$ cat src/design/stc_pkg.sv
// Shared widths, constants, tables and types for the seconds-to-calendar-date converter.
`default_nettype none

package stc_pkg;

    localparam int ELAPSED_W = 32;
    localparam int OFFSET_W  = 17;
    localparam int YEAR_W    = 12;
    localparam int MONTH_W   = 4;
    localparam int DAY_W     = 5;
    localparam int HOUR_W    = 5;
    localparam int MIN_W     = 6;
    localparam int SEC_W     = 6;
    localparam int DAYS_W    = 16;
    localparam int SOD_W     = 17;
    localparam int CYC_W     = 6;
    localparam int DREM_W    = 11;
    localparam int YDAY_W    = 9;
    localparam int MOD_W     = 11;

    localparam logic [ELAPSED_W-1:0] EPOCH_SHIFT  = 32'd432000;
    localparam logic [OFFSET_W-1:0]  OFFSET_RESET = 17'd32400;
    localparam logic [YEAR_W-1:0]    BASE_YEAR    = 12'd1980;
    localparam logic [MONTH_W-1:0]   EPOCH_MONTH  = 4'd1;
    localparam logic [DAY_W-1:0]     EPOCH_DAY    = 5'd6;
    localparam logic [DREM_W-1:0]    CYCLE_DAYS   = 11'd1461;
    localparam logic [9:0]           DAY_DIV_HI   = 10'd675;
    localparam logic [5:0]           SIXTY        = 6'd60;

    // 86400 = 675 << 7; reciprocal of 675 for a 25-bit dividend
    localparam logic [25:0] RECIP_675    = 26'd50903317;
    localparam int          SHIFT_675    = 35;
    // reciprocal of 1461 for a 16-bit dividend
    localparam logic [16:0] RECIP_1461   = 17'd91868;
    localparam int          SHIFT_1461   = 27;
    // reciprocal of 60 for seconds of day
    localparam logic [17:0] RECIP_60_SOD = 18'd139811;
    localparam int          SHIFT_60_SOD = 23;
    // reciprocal of 60 for minute of day
    localparam logic [11:0] RECIP_60_MOD = 12'd2185;
    localparam int          SHIFT_60_MOD = 17;

    typedef logic [YDAY_W-1:0] t_yday;
    typedef logic [DREM_W-1:0] t_drem;

    localparam t_drem YEAR_START [4] = '{11'd0, 11'd366, 11'd731, 11'd1096};

    localparam t_yday LEAP_CUM [12] = '{
        9'd0, 9'd31, 9'd60, 9'd91, 9'd121, 9'd152,
        9'd182, 9'd213, 9'd244, 9'd274, 9'd305, 9'd335
    };

    localparam t_yday NORM_CUM [12] = '{
        9'd0, 9'd31, 9'd59, 9'd90, 9'd120, 9'd151,
        9'd181, 9'd212, 9'd243, 9'd273, 9'd304, 9'd334
    };

    typedef struct packed {
        logic s1_ld;
        logic s2_ld;
        logic s3_ld;
    } t_pipe_ctl;

endpackage

`default_nettype wire

$ cat src/design/stc_if.sv
// Valid/ready channel interfaces for the input and result words.
`default_nettype none

interface stc_in_if;
    logic        valid;
    logic        ready;
    logic [31:0] elapsed_seconds;

    modport source (output valid, output elapsed_seconds, input ready);
    modport sink   (input valid, input elapsed_seconds, output ready);
endinterface

interface stc_out_if;
    logic        valid;
    logic        ready;
    logic [11:0] year;
    logic [3:0]  month;
    logic [4:0]  day_of_month;
    logic [4:0]  hour;
    logic [5:0]  minute;
    logic [5:0]  second;

    modport source (output valid, output year, output month, output day_of_month,
                    output hour, output minute, output second, input ready);
    modport sink   (input valid, input year, input month, input day_of_month,
                    input hour, input minute, input second, output ready);
endinterface

`default_nettype wire

$ cat src/design/stc_day_div.sv
// Two-stage split of a second count into day count, second of day and four-year cycle.
`default_nettype none

module stc_day_div (
    input  logic                         i_clk,
    input  stc_pkg::t_pipe_ctl           i_ctl,
    input  logic [stc_pkg::ELAPSED_W-1:0] i_secs,
    output logic [stc_pkg::DAYS_W-1:0]   o_days,
    output logic [stc_pkg::SOD_W-1:0]    o_sod,
    output logic [stc_pkg::CYC_W-1:0]    o_cyc
);
    import stc_pkg::*;

    logic [50:0]       w_prod1;
    logic [DAYS_W-1:0] n_q;
    logic [DAYS_W-1:0] r_q;
    logic [24:0]       r_u;
    logic [6:0]        r_low;

    logic [24:0]       w_qx;
    logic [24:0]       w_rem;
    logic [32:0]       w_prod2;
    logic [SOD_W-1:0]  n_sod;
    logic [CYC_W-1:0]  n_cyc;
    logic [DAYS_W-1:0] r_days;
    logic [SOD_W-1:0]  r_sod;
    logic [CYC_W-1:0]  r_cyc;

    // stage 1: days = (secs >> 7) / 675
    assign w_prod1 = 51'(i_secs[ELAPSED_W-1:7]) * 51'(RECIP_675);
    assign n_q     = w_prod1[SHIFT_675 +: DAYS_W];

    always_ff @(posedge i_clk) begin
        if (i_ctl.s1_ld) begin
            r_q   <= n_q;
            r_u   <= i_secs[ELAPSED_W-1:7];
            r_low <= i_secs[6:0];
        end
    end

    // stage 2: second of day and cycle count
    assign w_qx    = 25'(r_q) * 25'(DAY_DIV_HI);
    assign w_rem   = r_u - w_qx;
    assign n_sod   = {w_rem[9:0], r_low};
    assign w_prod2 = 33'(r_q) * 33'(RECIP_1461);
    assign n_cyc   = w_prod2[SHIFT_1461 +: CYC_W];

    always_ff @(posedge i_clk) begin
        if (i_ctl.s2_ld) begin
            r_days <= r_q;
            r_sod  <= n_sod;
            r_cyc  <= n_cyc;
        end
    end

    assign o_days = r_days;
    assign o_sod  = r_sod;
    assign o_cyc  = r_cyc;

endmodule

`default_nettype wire

$ cat src/design/stc_tod.sv
// Time of day: hour, minute and second from the second of day.
`default_nettype none

module stc_tod (
    input  logic                       i_clk,
    input  stc_pkg::t_pipe_ctl         i_ctl,
    input  logic [stc_pkg::SOD_W-1:0]  i_sod,
    output logic [stc_pkg::HOUR_W-1:0] o_hour,
    output logic [stc_pkg::MIN_W-1:0]  o_minute,
    output logic [stc_pkg::SEC_W-1:0]  o_second
);
    import stc_pkg::*;

    logic [34:0]      w_pm;
    logic [MOD_W-1:0] n_mod;
    logic [MOD_W-1:0] r_mod;
    logic [SOD_W-1:0] r_sod;

    logic [SOD_W-1:0] w_sec_full;
    logic [22:0]      w_ph;
    logic [MOD_W-1:0] w_min_full;

    assign w_pm  = 35'(i_sod) * 35'(RECIP_60_SOD);
    assign n_mod = w_pm[SHIFT_60_SOD +: MOD_W];

    always_ff @(posedge i_clk) begin
        if (i_ctl.s3_ld) begin
            r_mod <= n_mod;
            r_sod <= i_sod;
        end
    end

    assign w_sec_full = r_sod - 17'(r_mod) * 17'(SIXTY);
    assign o_second   = w_sec_full[SEC_W-1:0];
    assign w_ph       = 23'(r_mod) * 23'(RECIP_60_MOD);
    assign o_hour     = w_ph[SHIFT_60_MOD +: HOUR_W];
    assign w_min_full = r_mod - 11'(o_hour) * 11'(SIXTY);
    assign o_minute   = w_min_full[MIN_W-1:0];

endmodule

`default_nettype wire

$ cat src/design/stc_date.sv
// Calendar date: year, month and day of month from the day count and cycle count.
`default_nettype none

module stc_date (
    input  logic                        i_clk,
    input  stc_pkg::t_pipe_ctl          i_ctl,
    input  logic [stc_pkg::DAYS_W-1:0]  i_days,
    input  logic [stc_pkg::CYC_W-1:0]   i_cyc,
    output logic [stc_pkg::YEAR_W-1:0]  o_year,
    output logic [stc_pkg::MONTH_W-1:0] o_month,
    output logic [stc_pkg::DAY_W-1:0]   o_day
);
    import stc_pkg::*;

    logic [DAYS_W-1:0] w_drem_full;
    t_drem             w_drem;
    logic [1:0]        n_yidx;
    t_drem             w_yday_full;
    logic [1:0]        r_yidx;
    t_yday             r_yday;
    logic [CYC_W-1:0]  r_cyc;

    logic [3:0]        w_m;
    t_yday             w_cum;
    t_yday             w_day_full;

    assign w_drem_full = i_days - 16'(i_cyc) * 16'(CYCLE_DAYS);
    assign w_drem      = w_drem_full[DREM_W-1:0];

    always_comb begin
        priority if (w_drem >= YEAR_START[3]) begin
            n_yidx = 2'd3;
        end else if (w_drem >= YEAR_START[2]) begin
            n_yidx = 2'd2;
        end else if (w_drem >= YEAR_START[1]) begin
            n_yidx = 2'd1;
        end else begin
            n_yidx = 2'd0;
        end
    end

    assign w_yday_full = w_drem - YEAR_START[n_yidx];

    always_ff @(posedge i_clk) begin
        if (i_ctl.s3_ld) begin
            r_yidx <= n_yidx;
            r_yday <= w_yday_full[YDAY_W-1:0];
            r_cyc  <= i_cyc;
        end
    end

    // first year of each cycle uses the leap table
    always_comb begin
        w_m = 4'd0;
        for (int k = 1; k < 12; k++) begin
            if (r_yidx == 2'd0) begin
                if (r_yday >= LEAP_CUM[k]) w_m = 4'(k);
            end else begin
                if (r_yday >= NORM_CUM[k]) w_m = 4'(k);
            end
        end
    end

    assign w_cum      = (r_yidx == 2'd0) ? LEAP_CUM[w_m] : NORM_CUM[w_m];
    assign w_day_full = r_yday - w_cum + 9'd1;
    assign o_day      = w_day_full[DAY_W-1:0];
    assign o_month    = w_m + 4'd1;
    assign o_year     = BASE_YEAR + {4'd0, r_cyc, 2'b00} + {10'd0, r_yidx};

endmodule

`default_nettype wire

$ cat src/design/seconds_to_calendar_date.sv
// Top level: seconds since 1980-01-06 to local calendar date and time of day.
//
//  Channel   Dir  Handshake     Word
//  i_in      in   valid/ready   elapsed_seconds[31:0]
//  o_out     out  valid/ready   year, month, day_of_month, hour, minute, second
//  i_cfg_*   in   write enable  local offset in seconds [16:0]
//
//  One word per cycle sustained while o_out does not stall.
//  Path: input register, two day-split stages, one field stage, result register.
//  Each stage advances when empty or when the stage after it advances; a stall
//  on o_out backs up one stage at a time, so bubbles are squeezed out.
//  Synchronous reset empties the pipe and sets the offset to 32400 s.
`default_nettype none

module seconds_to_calendar_date (
    input  logic                          i_clk,
    input  logic                          i_rst_n,
    stc_in_if.sink                        i_in,
    stc_out_if.source                     o_out,
    input  logic                          i_cfg_wr_en,
    input  logic [stc_pkg::OFFSET_W-1:0]  i_cfg_wr_data
);
    import stc_pkg::*;

    logic [OFFSET_W-1:0]  r_offset;
    logic [ELAPSED_W-1:0] r_t;
    logic [3:0]           r_v;
    logic [3:0]           r_z;
    logic [4:0]           w_ld;
    t_pipe_ctl            w_ctl;

    logic [DAYS_W-1:0]    w_days;
    logic [SOD_W-1:0]     w_sod;
    logic [CYC_W-1:0]     w_cyc;
    logic [HOUR_W-1:0]    w_hour;
    logic [MIN_W-1:0]     w_minute;
    logic [SEC_W-1:0]     w_second;
    logic [YEAR_W-1:0]    w_year;
    logic [MONTH_W-1:0]   w_month;
    logic [DAY_W-1:0]     w_day;

    logic                 r_out_valid;
    logic [YEAR_W-1:0]    r_year;
    logic [MONTH_W-1:0]   r_month;
    logic [DAY_W-1:0]     r_day;
    logic [HOUR_W-1:0]    r_hour;
    logic [MIN_W-1:0]     r_minute;
    logic [SEC_W-1:0]     r_second;

    assign w_ld[4] = !r_out_valid || o_out.ready;
    assign w_ld[3] = !r_v[3] || w_ld[4];
    assign w_ld[2] = !r_v[2] || w_ld[3];
    assign w_ld[1] = !r_v[1] || w_ld[2];
    assign w_ld[0] = !r_v[0] || w_ld[1];

    assign w_ctl.s1_ld = w_ld[1];
    assign w_ctl.s2_ld = w_ld[2];
    assign w_ctl.s3_ld = w_ld[3];

    assign i_in.ready = w_ld[0];

    always_ff @(posedge i_clk) begin
        if (!i_rst_n) begin
            r_offset    <= OFFSET_RESET;
            r_v         <= '0;
            r_out_valid <= 1'b0;
        end else begin
            if (i_cfg_wr_en) r_offset <= i_cfg_wr_data;
            if (w_ld[0]) r_v[0] <= i_in.valid;
            if (w_ld[1]) r_v[1] <= r_v[0];
            if (w_ld[2]) r_v[2] <= r_v[1];
            if (w_ld[3]) r_v[3] <= r_v[2];
            if (w_ld[4]) r_out_valid <= r_v[3];
        end
    end

    always_ff @(posedge i_clk) begin
        if (w_ld[0]) begin
            r_t    <= i_in.elapsed_seconds + EPOCH_SHIFT + 32'(r_offset);
            r_z[0] <= (i_in.elapsed_seconds == '0);
        end
        if (w_ld[1]) r_z[1] <= r_z[0];
        if (w_ld[2]) r_z[2] <= r_z[1];
        if (w_ld[3]) r_z[3] <= r_z[2];
    end

    stc_day_div u_day_div (
        .i_clk  (i_clk),
        .i_ctl  (w_ctl),
        .i_secs (r_t),
        .o_days (w_days),
        .o_sod  (w_sod),
        .o_cyc  (w_cyc)
    );

    stc_tod u_tod (
        .i_clk    (i_clk),
        .i_ctl    (w_ctl),
        .i_sod    (w_sod),
        .o_hour   (w_hour),
        .o_minute (w_minute),
        .o_second (w_second)
    );

    stc_date u_date (
        .i_clk   (i_clk),
        .i_ctl   (w_ctl),
        .i_days  (w_days),
        .i_cyc   (w_cyc),
        .o_year  (w_year),
        .o_month (w_month),
        .o_day   (w_day)
    );

    // zero count gives the epoch itself, offset not applied
    always_ff @(posedge i_clk) begin
        if (w_ld[4]) begin
            if (r_z[3]) begin
                r_year   <= BASE_YEAR;
                r_month  <= EPOCH_MONTH;
                r_day    <= EPOCH_DAY;
                r_hour   <= '0;
                r_minute <= '0;
                r_second <= '0;
            end else begin
                r_year   <= w_year;
                r_month  <= w_month;
                r_day    <= w_day;
                r_hour   <= w_hour;
                r_minute <= w_minute;
                r_second <= w_second;
            end
        end
    end

    assign o_out.valid        = r_out_valid;
    assign o_out.year         = r_year;
    assign o_out.month        = r_month;
    assign o_out.day_of_month = r_day;
    assign o_out.hour         = r_hour;
    assign o_out.minute       = r_minute;
    assign o_out.second       = r_second;

    a_field_range: assert property (@(posedge i_clk) disable iff (!i_rst_n)
        o_out.valid |-> (o_out.month >= 4'd1) && (o_out.month <= 4'd12) &&
                        (o_out.day_of_month >= 5'd1) && (o_out.hour <= 5'd23) &&
                        (o_out.minute <= 6'd59) && (o_out.second <= 6'd59))
        else $error("result field out of range");

    a_full_stall: assert property (@(posedge i_clk) disable iff (!i_rst_n)
        (r_out_valid && !o_out.ready && (&r_v)) |-> !i_in.ready)
        else $error("input taken while pipe is full and stalled");

    a_zero_epoch: assert property (@(posedge i_clk) disable iff (!i_rst_n)
        (r_v[3] && r_z[3] && w_ld[4]) |=>
            (o_out.valid && (o_out.year == BASE_YEAR) && (o_out.day_of_month == EPOCH_DAY)))
        else $error("zero count did not give the epoch date");

endmodule

`default_nettype wire

$ cat src/flat_wrapper.sv
// flat-port wrapper written by rule: the top's interface ports become plain ports
module seconds_to_calendar_date_flat import stc_pkg::*;
  (i_clk, i_rst_n, i_cfg_wr_en, i_cfg_wr_data, i_in_valid, i_in_elapsed_seconds, i_in_ready, o_out_valid, o_out_year, o_out_month, o_out_day_of_month, o_out_hour, o_out_minute, o_out_second, o_out_ready);
  stc_in_if i_in_i ();
  stc_out_if o_out_i ();
  input  logic i_clk;
  input  logic i_rst_n;
  input  logic i_cfg_wr_en;
  input  logic [stc_pkg::OFFSET_W-1:0] i_cfg_wr_data;
  input wire logic [$bits(i_in_i.valid)-1:0] i_in_valid;
  input wire logic [$bits(i_in_i.elapsed_seconds)-1:0] i_in_elapsed_seconds;
  output wire logic [$bits(i_in_i.ready)-1:0] i_in_ready;
  output wire logic [$bits(o_out_i.valid)-1:0] o_out_valid;
  output wire logic [$bits(o_out_i.year)-1:0] o_out_year;
  output wire logic [$bits(o_out_i.month)-1:0] o_out_month;
  output wire logic [$bits(o_out_i.day_of_month)-1:0] o_out_day_of_month;
  output wire logic [$bits(o_out_i.hour)-1:0] o_out_hour;
  output wire logic [$bits(o_out_i.minute)-1:0] o_out_minute;
  output wire logic [$bits(o_out_i.second)-1:0] o_out_second;
  input wire logic [$bits(o_out_i.ready)-1:0] o_out_ready;
  assign i_in_i.valid = i_in_valid;
  assign i_in_i.elapsed_seconds = i_in_elapsed_seconds;
  assign i_in_ready = i_in_i.ready;
  assign o_out_valid = o_out_i.valid;
  assign o_out_year = o_out_i.year;
  assign o_out_month = o_out_i.month;
  assign o_out_day_of_month = o_out_i.day_of_month;
  assign o_out_hour = o_out_i.hour;
  assign o_out_minute = o_out_i.minute;
  assign o_out_second = o_out_i.second;
  assign o_out_i.ready = o_out_ready;
  seconds_to_calendar_date u_core (.i_clk(i_clk), .i_rst_n(i_rst_n), .i_in(i_in_i), .o_out(o_out_i), .i_cfg_wr_en(i_cfg_wr_en), .i_cfg_wr_data(i_cfg_wr_data));
endmodule
$ cat config.mk
export PLATFORM = sky130hd
export DESIGN_NAME = seconds_to_calendar_date_flat
export DESIGN_NICKNAME = d
export VERILOG_FILES = /design/src/design/stc_pkg.sv /design/src/design/stc_if.sv /design/src/design/stc_day_div.sv /design/src/design/stc_tod.sv /design/src/design/stc_date.sv /design/src/design/seconds_to_calendar_date.sv /design/src/flat_wrapper.sv
export SDC_FILE = /design/constraint.sdc
export NUM_CORES = 2
export LEC_CHECK = 0
export BUFFER_PORTS_ARGS = -buffer_cell sky130_fd_sc_hd__buf_2
export CAP_MARGIN = 20
export CORE_MARGIN = 2
export CORE_UTILIZATION = 45
export DETAILED_ROUTE_END_ITERATION = 8
export HOLD_SLACK_MARGIN = 0.03
export PLACE_DENSITY = 0.64
export SKIP_LAST_GASP = 1
export SYNTH_ARGS = -nofsm -noshare
export SYNTH_HDL_FRONTEND = slang
export SYNTH_SLANG_ARGS = --single-unit
$ cat constraint.sdc
create_clock -name i_clk -period 12.25 [get_ports i_clk]
set_input_delay 0 -clock i_clk [delete_from_list [all_inputs] [get_ports i_clk]]
set_output_delay 0 -clock i_clk [all_outputs]
set_load 0.1 [all_outputs]
==> impl_metrics.yaml <==
timing:
  hold_viol_final: 0
  holdWs_ps: 89.0
  post-route-min-period_ps: 6670
  slew_headroom: 0.353
  fmax_mhz: 150
  slew_violations: 0
  finalCritPeriodShare: 0.545
  tightest_slew_ps: 971
  final.setup.tns_ps: 0
  setup_violations: 0
  rsz0062_at_grt: "no"
  finClkSkew_ps: 18.6
finish:
  diodes: 0
  layout.nets: 4001
  finalNonFillerCells: 3772
  fillCellCount: 5831
  areaGrowthSynthToFinish_pct: 9.63
  final_common_cell: "ha_1"
  mostFrequentLayoutCells: "684 x ha_1, 648 x inv_1, 359 x fa_1"
  drive_gt1_frac: 0.0573
die:
  fp.dieH_um: 259
  core-area_um2: 64500
  start_util: 0.455
  dieArea_um2: 67300
  ios: 94
  rows: 93
  die-width_um: 259
drt:
  vias: 19500
  drt_iter0_markers: 1279
  drtAntennaViolNets: 0
  wl_per_cell_um: 17.2
  drt_pre_antenna_iters: 5
  viasPerCell: 5.16
  drc_errors: 0
  routed_wl_um: 64800
cts:
  post_cts_buffers: 0
  cts_buffers: 17
  clkTransAtPathRegs_ps: 80
  cts_max_level: 4
  cts-root-buf: "clkbuf_16"
  cts_resized: 0
  cts_tree: "yes"
  clock_sinks: 197
  clockBufferDepth: 2
  clk_latency_ps: 500
synth:
  synth_flop_cell: "edfxtp_1"
  yosys_warnings: 0
  synth_top_cell_by_area: "ha_1"
  syn_nets: 3832
  synth_area_um2: 29400
  yosys.area.top_type_share: 0.292
  synth-seq-cells: 197
  yosysSeqAreaShare: 0.194
  syn-mean-instance-area_um2: 10.7
  async_flop_share: 0
  synth_cells: 2735
  synth_edf_count: 175
  ys_top_cells_by_area: "ha_1 29%, fa_1 24%, edfxtp_1 18%"
  synth_cell_types: 84
global_routing:
  grt_pass1_vias: 20800
  track_usage: 0.201
  grt_pass1_wl_um: 106000
  antenna_found_initial: 1
  grt-ovfl-total: 0
  grt_max_degree: 39
placed_design:
  numPlacedInstances: 3669
  place_congestion: 0.927
  port_buffers: 93
  dp_hpwl_um: 55100
hold_path:
  whs_path_depth: 3
  min_path_type: "primary input to flip-flop"
run_status:
  status: "completed"
critical_path:
  start_kind: "flip-flop"
  cp-end-kind: "flip-flop"
  ff2ff_setup_slack_ps: 5580
  rr_worst_depth: 22
  path_class: "flip-flop to flip-flop"
  critical_path_arrival_ps: 6890
  crit_fanout: 12
  worstPathRequired_ps: 12470
run:
  drv_cap: 0
[synthesized netlist by cell type (all sizes together), types with 20 or more instances]
| master | instances |
|---|---|
| nor2 | 74 |
| nand3 | 34 |
| inv | 649 |
| xnor2 | 95 |
| o211ai | 20 |
| dfxtp | 22 |
| xor2 | 39 |
| a21o | 34 |
| nor3 | 29 |
| o21ai | 66 |
| a21oi | 103 |
| nor2b | 35 |
| fa | 359 |
| ha | 684 |
| edfxtp | 175 |
| nand2 | 62 |
[what timing repair did]
action / 4_1_cts / 5_1_grt
hold endpoints to repair: 37 / 0
endpoints found under the setup margin: 0 / 0
hold buffers: 70 / 0
[cells by family (layout without fill, tap and decap cells)]
family | Yosys count | in the layout | share of synthesized area
mux | 14 | 14 | 0.00477
xor+xnor | 134 | 134 | 0.0400
flops | 197 | 197 | 0.194
compound gates | 348 | 348 | 0.0805
fa+ha+maj | 1043 | 1043 | 0.536
buf+inv | 668 | 850 | 0.0855
simple gates | 331 | 331 | 0.0587
[stage by stage]
| stage | setup WS (ps) | area [um^2] | util |
|---|---|---|---|
| final | 5580 | 32200 | 0.499 |
| after global routing | 5240 | 32200 | 0.499 |
| after CTS | 5580 | 32200 | 0.499 |
| after detailed placement | 5610 | 30900 | 0.479 |
| after global placement | 5740 | 30900 | 0.479 |
| after floorplan | 6250 | 29400 | - |
[critical path, cell delays in order (launching register included)]
cell	delay (ps)
edfxtp_1	760
inv_1	120
ha_1	350
inv_1	110
fa_1	420
ha_1	280
inv_1	50
fa_1	490
inv_1	50
fa_1	470
inv_1	50
fa_1	530
inv_1	60
fa_1	490
ha_1	340
a21oi_1	200
o211ai_1	190
nor4b_2	280
a221oi_2	90
a221oi_4	490
nor4b_2	110
nor4_2	320
xnor2_1	130
[routing by layer]
| layer | GRT usage | wire length (um) |
|---|---|---|
| met1 | 0.250 | 28000 |
| met2 | 0.348 | 32000 |
| met3 | 0.0293 | 2420 |
| met4 | 0.0825 | 2340 |
| met5 | 0 | 0 |
[state kept, by name, indices dropped and copies added (netlist names), 2 cells and up]
register	flops
u_core.r_offset	17
u_core.u_day_div.o_sod	17
u_core.o_out.month	4
u_core.u_date.r_cyc	6
u_core.u_date.r_yidx	2
u_core.r_z	4
u_core.r_v	4
u_core.u_tod.r_sod	6
u_core.u_day_div.o_cyc	6
u_core.u_day_div.r_q	16
u_core.o_out.day_of_month	5
u_core.u_day_div.r_low	7
u_core.o_out.minute	6
u_core.r_t	32
u_core.o_out.year	12
u_core.o_out.hour	5
u_core.u_date.r_yday	9
u_core.u_tod.r_mod	11
u_core.o_out.second	6
u_core.u_day_div.r_u	10
u_core.u_day_div.o_days	11
[path summary, 6_finish.rpt]
kind / startpoint / to
max: u_core.r_t[12] / u_core.u_day_div.r_q[15]
min: i_in_elapsed_seconds[2] / u_core.r_t[2]
max reg2reg: u_core.r_t[12] / u_core.u_day_div.r_q[15]
min reg2reg: u_core.u_day_div.r_low[3] / u_core.u_day_div.o_sod[3]
[cell type report]
| type | instances | area, um^2 | share of cell area |
|---|---|---|---|
| clock buffers | 17 | 425 | 0.0132 |
| clock inverters | 15 | 191 | 0.00595 |
| inverters | 649 | 2440 | 0.0757 |
| multi-input cells | 1870 | 21200 | 0.657 |
| flip-flops and latches | 197 | 5700 | 0.177 |
| well taps | 855 | 1070 | 0.0332 |
| repair buffers | 169 | 1210 | 0.0376 |
Power is left out: the tool's default activity adds up to more than one toggle a clock period on the data nets, which glitch-free logic cannot reach.
